### src/rtl/core/sfc_pkg.sv
`default_nettype none

package sfc_pkg;

	// fixed geometry of the plane registers
	localparam int PLANE_COUNT = 6;
	localparam int SLOT_BITS = 16;
	localparam int PLANE_BITS = 64;
	localparam int RADIUS_BITS = 15;
	localparam int VERDICT_BITS = 2;

	// parameter defaults
	localparam int COORD_BITS_DEF = 16;
	localparam int NORMAL_FRAC_BITS_DEF = 14;

	// configuration port
	localparam int ADDR_BITS = 6;
	localparam int REG_IDX_BITS = 3;
	localparam int REG_IDX_LSB = 3;

	localparam logic [REG_IDX_BITS-1:0] REG_PLANE_RIGHT = 3'd0;
	localparam logic [REG_IDX_BITS-1:0] REG_PLANE_LEFT = 3'd1;
	localparam logic [REG_IDX_BITS-1:0] REG_PLANE_BOTTOM = 3'd2;
	localparam logic [REG_IDX_BITS-1:0] REG_PLANE_TOP = 3'd3;
	localparam logic [REG_IDX_BITS-1:0] REG_PLANE_BACK = 3'd4;
	localparam logic [REG_IDX_BITS-1:0] REG_PLANE_FRONT = 3'd5;

	// verdict codes
	localparam logic [VERDICT_BITS-1:0] VERDICT_OUTSIDE = 2'd0;
	localparam logic [VERDICT_BITS-1:0] VERDICT_INTERSECT = 2'd1;
	localparam logic [VERDICT_BITS-1:0] VERDICT_INSIDE = 2'd2;

	typedef logic [PLANE_BITS-1:0] plane_reg_t;

	// per-stage load enables of the distance pipeline
	typedef struct packed {
		logic en_s1;
		logic en_s2;
		logic en_s3;
	} stage_en_t;

	// width of an exact distance in units of 2^-frac
	function automatic int dist_bits(int coord_bits, int frac_bits);
		int w;
		w = (coord_bits > frac_bits) ? coord_bits : frac_bits;
		return SLOT_BITS + w + 2;
	endfunction

endpackage

`default_nettype wire

### src/rtl/core/sfc_regs.sv
`default_nettype none

module sfc_regs (
	input  wire logic                                       clk,
	input  wire logic                                       arst_n,
	input  wire logic                                       psel,
	input  wire logic                                       penable,
	input  wire logic                                       pwrite,
	input  wire logic [sfc_pkg::ADDR_BITS-1:0]              paddr,
	input  wire logic [sfc_pkg::PLANE_BITS-1:0]             pwdata,
	output logic      [sfc_pkg::PLANE_BITS-1:0]             prdata,
	output sfc_pkg::plane_reg_t [sfc_pkg::PLANE_COUNT-1:0]  planes
);

	logic [sfc_pkg::REG_IDX_BITS-1:0] idx;
	logic                             wr;
	sfc_pkg::plane_reg_t [sfc_pkg::PLANE_COUNT-1:0] planes_q;

	assign idx = paddr[sfc_pkg::ADDR_BITS-1:sfc_pkg::REG_IDX_LSB];
	assign wr = psel & penable & pwrite;
	assign planes = planes_q;

	// register writes, out-of-range index ignored
	always_ff @(posedge clk or negedge arst_n) begin
		if (!arst_n) begin
			planes_q <= '0;
		end else if (wr) begin
			case (idx)
				sfc_pkg::REG_PLANE_RIGHT:  planes_q[0] <= pwdata;
				sfc_pkg::REG_PLANE_LEFT:   planes_q[1] <= pwdata;
				sfc_pkg::REG_PLANE_BOTTOM: planes_q[2] <= pwdata;
				sfc_pkg::REG_PLANE_TOP:    planes_q[3] <= pwdata;
				sfc_pkg::REG_PLANE_BACK:   planes_q[4] <= pwdata;
				sfc_pkg::REG_PLANE_FRONT:  planes_q[5] <= pwdata;
				default: ;
			endcase
		end
	end

	// read back
	always_comb begin
		case (idx)
			sfc_pkg::REG_PLANE_RIGHT:  prdata = planes_q[0];
			sfc_pkg::REG_PLANE_LEFT:   prdata = planes_q[1];
			sfc_pkg::REG_PLANE_BOTTOM: prdata = planes_q[2];
			sfc_pkg::REG_PLANE_TOP:    prdata = planes_q[3];
			sfc_pkg::REG_PLANE_BACK:   prdata = planes_q[4];
			sfc_pkg::REG_PLANE_FRONT:  prdata = planes_q[5];
			default:                   prdata = '0;
		endcase
	end

endmodule

`default_nettype wire

### config.mk
export PLATFORM = sky130hd
export DESIGN_NAME = sfc_regs
export DESIGN_NICKNAME = d
export VERILOG_FILES = /design/src/rtl/core/sfc_pkg.sv /design/src/rtl/core/sfc_regs.sv
export SDC_FILE = /design/constraint.sdc
export NUM_CORES = 1
export LEC_CHECK = 0
export ABC_AREA = 0
export BUFFER_PORTS_ARGS = -buffer_cell sky130_fd_sc_hd__buf_4
export CAP_MARGIN = 20
export CORE_AREA = 4 4 203 205
export DETAILED_ROUTE_END_ITERATION = 8
export DIE_AREA = 0 0 207 209
export GPL_TIMING_DRIVEN = 0
export PLACE_DENSITY = 0.75
export REMOVE_ABC_BUFFERS = 1
export SYNTH_ARGS = -nofsm -noshare
export SYNTH_HDL_FRONTEND = slang
export SYNTH_SLANG_ARGS = --single-unit
export TNS_END_PERCENT = 1
### constraint.sdc
create_clock -name clk -period 2.25 [get_ports clk]
set_clock_uncertainty 0.1 [all_clocks]
set_input_delay 0.225 -clock clk [delete_from_list [all_inputs] [get_ports clk]]
set_output_delay 0.225 -clock clk [all_outputs]
set_load 0.1 [all_outputs]
==> flow_summary.rst <==
.. list-table::
   :header-rows: 1

   * - Metric
     - Value
   * - Highest attainable clock frequency
     - roughly 450 MHz
   * - Number of synthesized flops with an enable pin
     - 0
   * - Number of flip-flops in the largest register
     - about 380
   * - Setup crit start kind
     - input port
   * - Max-cap violation count
     - 0
   * - Normalized max-slew margin
     - between 50% and 60%
   * - Post-synthesis average cell area
     - approximately 14 um2
   * - Number of synthesized register bits
     - 384
   * - Final Power
     - 0.0342 W
   * - Dominant synthesized flop cell
     - sky130_fd_sc_hd__dfrtp_1
   * - Portion of the post-synthesis area used by sequential elements
     - approximately 55%
   * - Final period utilization
     - about 100%
   * - Via count normalized by instance count
     - 5.60
   * - Die Footprint
     - about 0.043 mm2
   * - Number of synthesis warnings
     - 0
   * - Cell area after placement
     - between 0.02 and 0.025 mm2
   * - Req. time, crit path
     - ~1.9 ns
   * - Endpoint kind of the worst setup timing path
     - primary output
   * - Buffer levels on the longest clock path
     - 3
   * - Pre-Repair DR Iteration Count
     - 5
   * - Via count
     - about 13k
   * - Clock Root Buffer
     - sky130_fd_sc_hd__clkbuf_16
   * - Clock H-tree levels
     - 2
   * - Fin Setup TNS
     - 0 ns
   * - Count of input and output buffers
     - approximately 520
   * - CTS buffer count
     - between 40 and 50
   * - Most frequent cells in the layout
     - 515 x sky130_fd_sc_hd__buf_4, 428 x sky130_fd_sc_hd__mux2_2, 384 x sky130_fd_sc_hd__dfrtp_1
   * - Post-Route Utilization
     - a little over three fifths
   * - Power density relative to cell area
     - between 1000 and 1500 mW/mm2
   * - Unrepaired setup endpoints after global routing
     - true
   * - NumNets Final
     - 1880
   * - Global placer's final weighted congestion
     - around 0.85
   * - Number of global-route vias before repair
     - roughly 14k
   * - Placement row count
     - 73
   * - Die boundary height
     - between 200 and 250 um
   * - Residual DRC count
     - 0
   * - Peak supply drop
     - approximately 0.0010 V
   * - Violation count after the first detailed-route iteration
     - 769
   * - Final instance area
     - 0.0247 mm2
   * - Synth Instances
     - ~1.2k
   * - Clock Pin Slew Worst Setup and Hold Paths
     - 0.06 ns
   * - Clock latency on the worst-skew pair
     - between 0.5 and 0.6 ns
   * - Layout overhead on the synthesized area
     - 42.1%
   * - Number of distinct standard cells referenced by the synthesized netlist
     - 25
   * - Antenna viol nets, final
     - 0
   * - Asr flop ratio synth
     - 100%
   * - Setup-failing EPs final
     - 0
   * - Pins over their slew limit
     - 0
   * - Global-route wire length before repair
     - roughly 88000 um
   * - HP Class
     - input port to asynchronous set/reset pin
   * - Worst-path maximum fanout
     - between 80 and 90
   * - Fraction of final layout cells with drive strength greater than 1
     - 59.1%
   * - Maximum number of pins on one net before global-route repair
     - about 120
   * - Average wire per standard cell
     - 24.7 um
   * - Number of sinks handled by clock tree synthesis
     - approximately 380
   * - Antenna violations before repair
     - 0
   * - Total leakage power
     - about 12 nW
   * - Worst EP arrival
     - about 1.9 ns
   * - Outcome
     - complete, no violations
   * - # diodes
     - 0
   * - Post-synth design cell area
     - 0.0174 mm2
   * - Most common cell after layout, fill and taps aside
     - sky130_fd_sc_hd__buf_4
   * - TritonCTS clock tree
     - done
   * - Tightest Pin Transition
     - 0.669 ns
   * - Global route total overflow
     - 0
   * - GRT Total Usage
     - roughly a quarter
   * - Die Wd
     - 207 um
   * - Initial Util
     - 44.0%
   * - IO Pins
     - around 520
   * - Core region area
     - about 0.04 mm2
   * - Category of the most critical setup path
     - input port to primary output
   * - Final Hold Viols
     - 0
   * - Time the final worst path needs with I/O delays and setup
     - between 2 and 2.5 ns
   * - HPWL Detailed
     - slightly below 40000 um
   * - Total Routed Length
     - slightly below 60000 um
==> through the flow <==
step	hold WS (ns)	setup slack (ns)	cells
finish	0.127	0.0101	2363
detailed placement	0.128	-1.43	2202
floorplan	-0.171	-0.976	1129
CTS	0.125	-0.131	2356
global route	0.175	-0.0355	2363
global placement	0.385	-4.48	2173
==> power by group <==
part / leakage, nW / total [W] / internal [W] / switching [W]
Sequential: 4.91 / 0.00939 / 0.00827 / 0.00112
Combinational: 6.26 / 0.0176 / 0.00372 / 0.0139
Clock: 0.740 / 0.00725 / 0.00438 / 0.00287
==> critical path: stages <==
cell and delay, ns:
sky130_fd_sc_hd__buf_16 0.33, sky130_fd_sc_hd__nand2b_4 0.28, sky130_fd_sc_hd__nor2_4 0.44, sky130_fd_sc_hd__a221o_1 0.26
sky130_fd_sc_hd__buf_4 0.30
==> worst paths after layout <==
| check | from | to | slack, ns | depth (start not counted) |
|---|---|---|---|---|
| max in group asynchronous | arst_n | planes[196] | 0.45 | 4 |
| min in group clk | penable | planes[315] | 0.24 | 4 |
| hold / removal | arst_n | planes[364] | 0.13 | 2 |
| hold reg to reg | planes[371] | planes[371] | 0.42 | 1 |
| setup / recovery | paddr[5] | prdata[3] | 0.01 | 5 |
| setup reg to reg | planes[358] | planes[358] | 1.29 | 1 |
==> what timing repair did <==
item	in CTS	in global routing
endpoints found under the setup margin	379	52
gates resized for setup	30	4
endpoints found under the hold margin	455	0
buffers inserted	8	7
pin swaps	4	3
gates cloned	3	0
hold buffers	65	0
==> cell type report <==
| class | count | area [um2] |
|---|---|---|
| clock inverters | 20 | 214 |
| inverters | 1 | 3.75 |
| repair buffers | 630 | 5510 |
| fillers | 3005 | 14800 |
| flip-flops and latches | 384 | 9610 |
| well taps | 525 | 657 |
| multi-input cells | 745 | 7420 |
| clock buffers | 58 | 1250 |
==> synthesized netlist by cell type, types with 14 or more instances <==
library cell               count  area (um2)
sky130_fd_sc_hd__mux2i_1     100        1000
sky130_fd_sc_hd__a22oi_1      14         105
sky130_fd_sc_hd__o22ai_1      14        87.6
sky130_fd_sc_hd__nand2_1      38         143
sky130_fd_sc_hd__clkbuf_1     19        71.3
sky130_fd_sc_hd__o221ai_1     38         333
sky130_fd_sc_hd__mux2_2      428        4820
sky130_fd_sc_hd__dfrtp_1     384        9610
sky130_fd_sc_hd__nor3b_1      14         105
sky130_fd_sc_hd__mux2_1       22         248
sky130_fd_sc_hd__buf_2        57         285
sky130_fd_sc_hd__nor2_1       14        52.6
sky130_fd_sc_hd__a21oi_1      14        70.1
==> layer usage <==
metal / part of all wire [%] / global-route usage [%]
met5: 0 / 0
met4: 3.5 / 9.67
met3: 7.2 / 6.59
met2: 48 / 42.5
met1: 41 / 33.6
==> logic make-up after synthesis <==
family,after synthesis,share of synthesized area (%)
compound gates,104,4.47
buf+inv,89,2.34
mux,550,35.0
flops,384,55.4
simple gates,90,2.88
(Power assumes the default switching activity.)
