===== config.mk =====
export PLATFORM = sky130hd
export DESIGN_NAME = sfc_plane_dist
export DESIGN_NICKNAME = d
export VERILOG_FILES = /design/src/rtl/core/sfc_pkg.sv /design/src/rtl/core/sfc_plane_dist.sv
export SDC_FILE = /design/constraint.sdc
export NUM_CORES = 2
export LEC_CHECK = 0
export ABC_AREA = 1
export BUFFER_PORTS_ARGS = -buffer_cell sky130_fd_sc_hd__buf_2
export CORE_MARGIN = 2
export CORE_UTILIZATION = 47
export CTS_CLUSTER_DIAMETER = 200
export DETAILED_ROUTE_END_ITERATION = 6
export PLACE_DENSITY_LB_ADDON = 0.05
export SYNTH_ARGS = -nofsm -noshare
export SYNTH_HDL_FRONTEND = slang
export SYNTH_SLANG_ARGS = --single-unit

===== constraint.sdc =====
create_clock -name clk -period 15.8 [get_ports clk]
set_input_delay 3.16 -clock clk [delete_from_list [all_inputs] [get_ports clk]]
set_output_delay 3.16 -clock clk [all_outputs]
set_load 0.02 [all_outputs]

===== src/rtl/core/sfc_pkg.sv =====
`default_nettype none

package sfc_pkg;

	// fixed geometry of the plane registers
	localparam int PLANE_COUNT = 6;
	localparam int SLOT_BITS = 16;
	localparam int PLANE_BITS = 64;
	localparam int RADIUS_BITS = 15;
	localparam int VERDICT_BITS = 2;

	// parameter defaults
	localparam int COORD_BITS_DEF = 16;
	localparam int NORMAL_FRAC_BITS_DEF = 14;

	// configuration port
	localparam int ADDR_BITS = 6;
	localparam int REG_IDX_BITS = 3;
	localparam int REG_IDX_LSB = 3;

	localparam logic [REG_IDX_BITS-1:0] REG_PLANE_RIGHT = 3'd0;
	localparam logic [REG_IDX_BITS-1:0] REG_PLANE_LEFT = 3'd1;
	localparam logic [REG_IDX_BITS-1:0] REG_PLANE_BOTTOM = 3'd2;
	localparam logic [REG_IDX_BITS-1:0] REG_PLANE_TOP = 3'd3;
	localparam logic [REG_IDX_BITS-1:0] REG_PLANE_BACK = 3'd4;
	localparam logic [REG_IDX_BITS-1:0] REG_PLANE_FRONT = 3'd5;

	// verdict codes
	localparam logic [VERDICT_BITS-1:0] VERDICT_OUTSIDE = 2'd0;
	localparam logic [VERDICT_BITS-1:0] VERDICT_INTERSECT = 2'd1;
	localparam logic [VERDICT_BITS-1:0] VERDICT_INSIDE = 2'd2;

	typedef logic [PLANE_BITS-1:0] plane_reg_t;

	// per-stage load enables of the distance pipeline
	typedef struct packed {
		logic en_s1;
		logic en_s2;
		logic en_s3;
	} stage_en_t;

	// width of an exact distance in units of 2^-frac
	function automatic int dist_bits(int coord_bits, int frac_bits);
		int w;
		w = (coord_bits > frac_bits) ? coord_bits : frac_bits;
		return SLOT_BITS + w + 2;
	endfunction

endpackage

`default_nettype wire


===== src/rtl/core/sfc_plane_dist.sv =====
`default_nettype none

module sfc_plane_dist #(
	parameter int COORD_BITS = sfc_pkg::COORD_BITS_DEF,
	parameter int NORMAL_FRAC_BITS = sfc_pkg::NORMAL_FRAC_BITS_DEF,
	parameter int DIST_BITS = sfc_pkg::dist_bits(COORD_BITS, NORMAL_FRAC_BITS)
) (
	input  wire logic                         clk,
	input  wire sfc_pkg::stage_en_t           en,
	input  wire sfc_pkg::plane_reg_t          plane,
	input  wire logic signed [COORD_BITS-1:0] x,
	input  wire logic signed [COORD_BITS-1:0] y,
	input  wire logic signed [COORD_BITS-1:0] z,
	output logic signed [DIST_BITS-1:0]       distance
);

	localparam int SB = sfc_pkg::SLOT_BITS;
	localparam int PROD_BITS = SB + COORD_BITS;
	localparam int DSC_BITS = SB + NORMAL_FRAC_BITS;

	logic signed [SB-1:0] a, b, c, d;
	logic signed [PROD_BITS-1:0] pa_s1, pb_s1, pc_s1;
	logic signed [DSC_BITS-1:0] dsc_s1;
	logic signed [DIST_BITS-1:0] sab_s2, scd_s2, dist_s3;

	// slots of the packed plane word
	assign a = plane[SB-1:0];
	assign b = plane[2*SB-1:SB];
	assign c = plane[3*SB-1:2*SB];
	assign d = plane[4*SB-1:3*SB];

	// stage 1: normal times coordinate, d scaled to the normal fraction
	always_ff @(posedge clk) begin
		if (en.en_s1) begin
			pa_s1 <= PROD_BITS'(a) * PROD_BITS'(x);
			pb_s1 <= PROD_BITS'(b) * PROD_BITS'(y);
			pc_s1 <= PROD_BITS'(c) * PROD_BITS'(z);
			dsc_s1 <= {d, {NORMAL_FRAC_BITS{1'b0}}};
		end
	end

	// stage 2: pairwise sums
	always_ff @(posedge clk) begin
		if (en.en_s2) begin
			sab_s2 <= DIST_BITS'(pa_s1) + DIST_BITS'(pb_s1);
			scd_s2 <= DIST_BITS'(pc_s1) + DIST_BITS'(dsc_s1);
		end
	end

	// stage 3: full distance
	always_ff @(posedge clk) begin
		if (en.en_s3) begin
			dist_s3 <= sab_s2 + scd_s2;
		end
	end

	assign distance = dist_s3;

endmodule

`default_nettype wire

==> parameters.txt <==
Parameter                              Value

Synth
  Top cells by area in the synthesized netlist    sky130_fd_sc_hd__fa_1 (36%), sky130_fd_sc_hd__edfxtp_1 (14%), sky130_fd_sc_hd__inv_1 (13%), sky130_fd_sc_hd__nand2_1 (13%), sky130_fd_sc_hd__ha_1 (9.4%)
  Fraction of the mapped netlist area in simple logic gates    between 10% and 20%
  Share of the synthesized area in the top cell type    ~36%
  Complex-gate fraction of the synthesized area    3.74%
  Xor-xnor portion of the synthesized cell area    approximately 2.2%
  Dominant register cell in the synthesized netlist    sky130_fd_sc_hd__edfxtp_1
  Leading area contributor after synthesis    sky130_fd_sc_hd__fa_1
  Combinational family with the most area after synthesis    adder cells
  Mux contribution to synthesized area    0%
  Yosys warning total    0
  Number of enable flip-flop cells after synthesis    between 200 and 250
  Number of distinct library cells after synthesis    32
  Synthesized-area fraction occupied by adder cells    45.3%
  Syn Nets    roughly 7000
  Proportion of synthesized chip area in sequential cells    14.5%
  Seq cells post-synth    between 200 and 250
  Combined area of all synthesized cells    0.0440 mm²
  Avg Inst Size Synth    7.86 µm²
  Cells after Synth    about 5600
  Synth async-reset ratio    0%

STA
  Sum Neg Setup Slack    0 ps
  Period utilization    53.3%
  Fin crit period    roughly 8400 ps
  Count of endpoints failing hold in the final timing report    0
  Setup repair after global routing missed its margin    false
  Total of endpoints with negative setup slack in the final report    0
  Fin Hold WS    roughly 420 ps
  Peak Freq    about 0.12 GHz
  Worst setup skew after layout    between 15 and 20 ps
  Final worst setup slack    ~7400 ps
  Actual slew at the worst max-slew pin    approximately 910 ps
  Fin. max-slew vios    0
  Worst rel slew slack    between 30% and 40%

Clock tree
  Cell chosen for the clock root    sky130_fd_sc_hd__clkbuf_16
  Quantity of hold-fixing buffers added after cts    0
  Inserted Clock Buffers    24
  Clock buffer depth    3
  TritonCTS clock tree    done
  Count of cells resized by post-cts repair    0
  Clock network latency to the later pin of the worst-skew pair    550 ps
  Register clock-pin slew on the reported worst setup and hold paths    approximately 70 ps
  Number of H-tree levels    1
  Sink count of the clock tree    between 200 and 250
  Post-CTS Repair Setup Buffers    0

Place
  DP HPWL    99.5 mm
  Final GP Congestion    between 0.9 and 1
  Worst slack at placement    roughly 7000 ps
  IO Port Bufs    149

Setup path
  Number of buffers and inverters on the critical path    2
  Peak fanout along the critical path    16
  Crit end category    flop
  Startpoint of the worst-slack reg-to-reg timing path    dsc_s1[14]
  CP Data Arrival Time    8730 ps
  Cells along the critical path    buf_2 > nand2_1 > inv_1 > fa_1 > fa_1 > fa_1 > fa_1 > fa_1 > fa_1 > ha_1 > nand2_1 > nor2_1 > nand2_1 > nor3_1 > nand2_1 > nand4_1 > nand2_1
  Worst Path Required    around 16000 ps
  CP startpoint kind    input pin
  Most prevalent standard cell on the critical path    sky130_fd_sc_hd__fa_1
  CP max stage cell    sky130_fd_sc_hd__fa_1
  Number of cells traversed by the worst register-to-register path    8
  Reg-to-reg slack, setup    13360 ps
  Worst Path Class, Setup    input pin to flop
  Destination of the worst register-to-register timing path    scd_s2[24]
  Slowest cell delay on critical path    between 800 and 900 ps
  Largest delay contributor family on the critical path    adder cells

Cells and area
  Filler cell count    9427
  Total inserted antenna cells    0
  Number of nets in the final layout    approximately 7000
  Fraction of final layout cells sized beyond drive strength 1    about 4.6%
  Area of the multi-input gates    approximately 0.031 mm²
  Sequential cell area    approximately 0.0064 mm²
  Synth-to-layout area growth    5.71%

Die
  Die area    slightly below 0.1 mm²
  Effective utilization at floorplan    about 47%
  Die Height    slightly above 300 µm
  Chip width    310 µm
  Ports placed on the boundary    150
  Number of placement rows    between 100 and 150
  Core region area    between 0.09 and 0.1 mm²

Outcome
  Result of the run    finished clean

Worst hold path
  Instance count along the most critical hold path    0
  Hold Path Origin    pc_s1[0]
  Class of the worst hold path    flop to flop
  Sink of the worst hold path    scd_s2[0]

GRT
  Global-route wire length before repair    ~190 mm
  GRT Residual Overflow    0
  Initial antenna violation count    4
  Vias in the first global route    roughly 35000
  Pin count of the biggest net entering global routing    between 60 and 70
  Total routing resource utilization after global routing    ~25%

Routing
  Mean routed wirelength per cell    about 17 µm
  Post-detailed-route via-to-cell ratio    4.87
  Count of vias placed by the detailed router    approximately 33000
  Antenna-violating nets left    0
  Wire length reported by the detailed router    115 mm
  Count of TritonRoute iterations in the first routing pass    5
  Drc violations    0
  Number of design-rule violations left by the first detailed-router iteration    2177

Flow run
  Reported max-cap violation count    0
[sequential cells by signal, summed over array words and instances (netlist names)]
signal,cells
distance,34
sab_s2,33
scd_s2,33
pa_s1,32
pb_s1,32
pc_s1,32
dsc_s1,16
[per-layer routing]
| layer | wire length (µm) | GRT usage, % | vias up |
|---|---|---|---|
| met1 | 54600 | 36.5 | 16400 |
| met2 | 53600 | 41.4 | 684 |
| met3 | 4550 | 1.37 | 99 |
| met4 | 1940 | 4.06 | 0 |
| li1 | - | - | 16300 |
| met5 | 0 | 0 | - |
[cell families (layout without fill, tap and decap cells)]
logic type | Yosys count | count (layout)
simple gates | 2097 | 2097
buf+inv | 1753 | 1776
fa+ha+maj | 1118 | 1118
compound gates | 306 | 306
flops | 212 | 212
xor+xnor | 111 | 111
[worst max path at each step]
| stage | from | end | slack (ps) | cells past startpoint |
|---|---|---|---|---|
| detailed placement | x[4] | pa_s1[29] | 6860 | 17 |
| CTS | x[4] | pa_s1[30] | 7440 | 20 |
| floorplan | y[3] | pb_s1[23] | 7320 | 18 |
| finish | x[1] | pa_s1[29] | 7370 | 17 |
| global placement | x[1] | pa_s1[29] | 6830 | 17 |
| global route | plane[31] | pb_s1[31] | 7050 | 19 |
[cell usage after synthesis (3+ instances only)]
cell type / count
sky130_fd_sc_hd__inv_1: 1579
sky130_fd_sc_hd__nand2_1: 1522
sky130_fd_sc_hd__fa_1: 789
sky130_fd_sc_hd__ha_1: 329
sky130_fd_sc_hd__nor2_1: 255
sky130_fd_sc_hd__edfxtp_1: 212
sky130_fd_sc_hd__a21oi_1: 170
sky130_fd_sc_hd__clkbuf_1: 170
sky130_fd_sc_hd__nand3_1: 151
sky130_fd_sc_hd__o21ai_0: 92
sky130_fd_sc_hd__xor2_1: 91
sky130_fd_sc_hd__nand4_1: 62
sky130_fd_sc_hd__nor3_1: 32
sky130_fd_sc_hd__nand2_2: 23
sky130_fd_sc_hd__xnor2_1: 20
sky130_fd_sc_hd__o21bai_1: 18
sky130_fd_sc_hd__or2_2: 15
sky130_fd_sc_hd__nand3b_1: 13
sky130_fd_sc_hd__nor2_2: 10
sky130_fd_sc_hd__a21o_1: 9
sky130_fd_sc_hd__nor3_2: 8
sky130_fd_sc_hd__a21boi_0: 5
sky130_fd_sc_hd__o21ai_2: 5
sky130_fd_sc_hd__nand3_2: 3
[cell type report]
type | count | share of cell area (%)
Multi-Input combinational cell | 3632 | 66.7
Inverter | 1581 | 12.8
Tap cell | 1254 | 3.38
Sequential cell | 212 | 13.7
Timing Repair Buffer | 151 | 1.64
Clock inverter | 15 | 0.398
Clock buffer | 29 | 1.38
[worst reg2reg max path, cell delays in order (launching register included)]
cell and delay, ps:
sky130_fd_sc_hd__edfxtp_1 450, sky130_fd_sc_hd__ha_1 230, sky130_fd_sc_hd__inv_1 90, sky130_fd_sc_hd__fa_1 440, sky130_fd_sc_hd__o21ai_2 250, sky130_fd_sc_hd__nand2_1 80, sky130_fd_sc_hd__nand2_1 130, sky130_fd_sc_hd__a21oi_1 100
sky130_fd_sc_hd__xnor2_1 400
[cells in the final DEF (no fill, tap or decap), types with 3 or more instances in the layout]
cell                         instances
sky130_fd_sc_hd__inv_1            1579
sky130_fd_sc_hd__nand2_1          1522
sky130_fd_sc_hd__fa_1              789
sky130_fd_sc_hd__ha_1              329
sky130_fd_sc_hd__nor2_1            255
sky130_fd_sc_hd__edfxtp_1          212
sky130_fd_sc_hd__a21oi_1           170
sky130_fd_sc_hd__nand3_1           151
sky130_fd_sc_hd__buf_2             148
sky130_fd_sc_hd__o21ai_0            92
sky130_fd_sc_hd__xor2_1             91
sky130_fd_sc_hd__nand4_1            62
sky130_fd_sc_hd__nor3_1             32
sky130_fd_sc_hd__clkbuf_16          25
sky130_fd_sc_hd__nand2_2            23
sky130_fd_sc_hd__xnor2_1            20
sky130_fd_sc_hd__o21bai_1           18
sky130_fd_sc_hd__or2_2              15
sky130_fd_sc_hd__nand3b_1           13
sky130_fd_sc_hd__nor2_2             10
sky130_fd_sc_hd__a21o_1              9
sky130_fd_sc_hd__nor3_2              8
sky130_fd_sc_hd__a21boi_0            5
sky130_fd_sc_hd__o21ai_2             5
sky130_fd_sc_hd__clkinvlp_4          5
sky130_fd_sc_hd__clkinv_2            4
sky130_fd_sc_hd__clkbuf_1            4
sky130_fd_sc_hd__bufinv_16           4
sky130_fd_sc_hd__nand3_2             3
sky130_fd_sc_hd__buf_4               3
[per-stage QoR]
stage,instance area [µm²],util [%],std cells
after floorplan,44000,-,5597
after global placement,45700,49.1,6830
after detailed placement,45700,49.1,6830
after CTS,46500,50.0,6874
after global routing,46500,50.0,6874
final,46500,50.0,6874
Power is not shown: default switching activity piles up to over one toggle a cycle in this logic, so the estimate is an artifact.
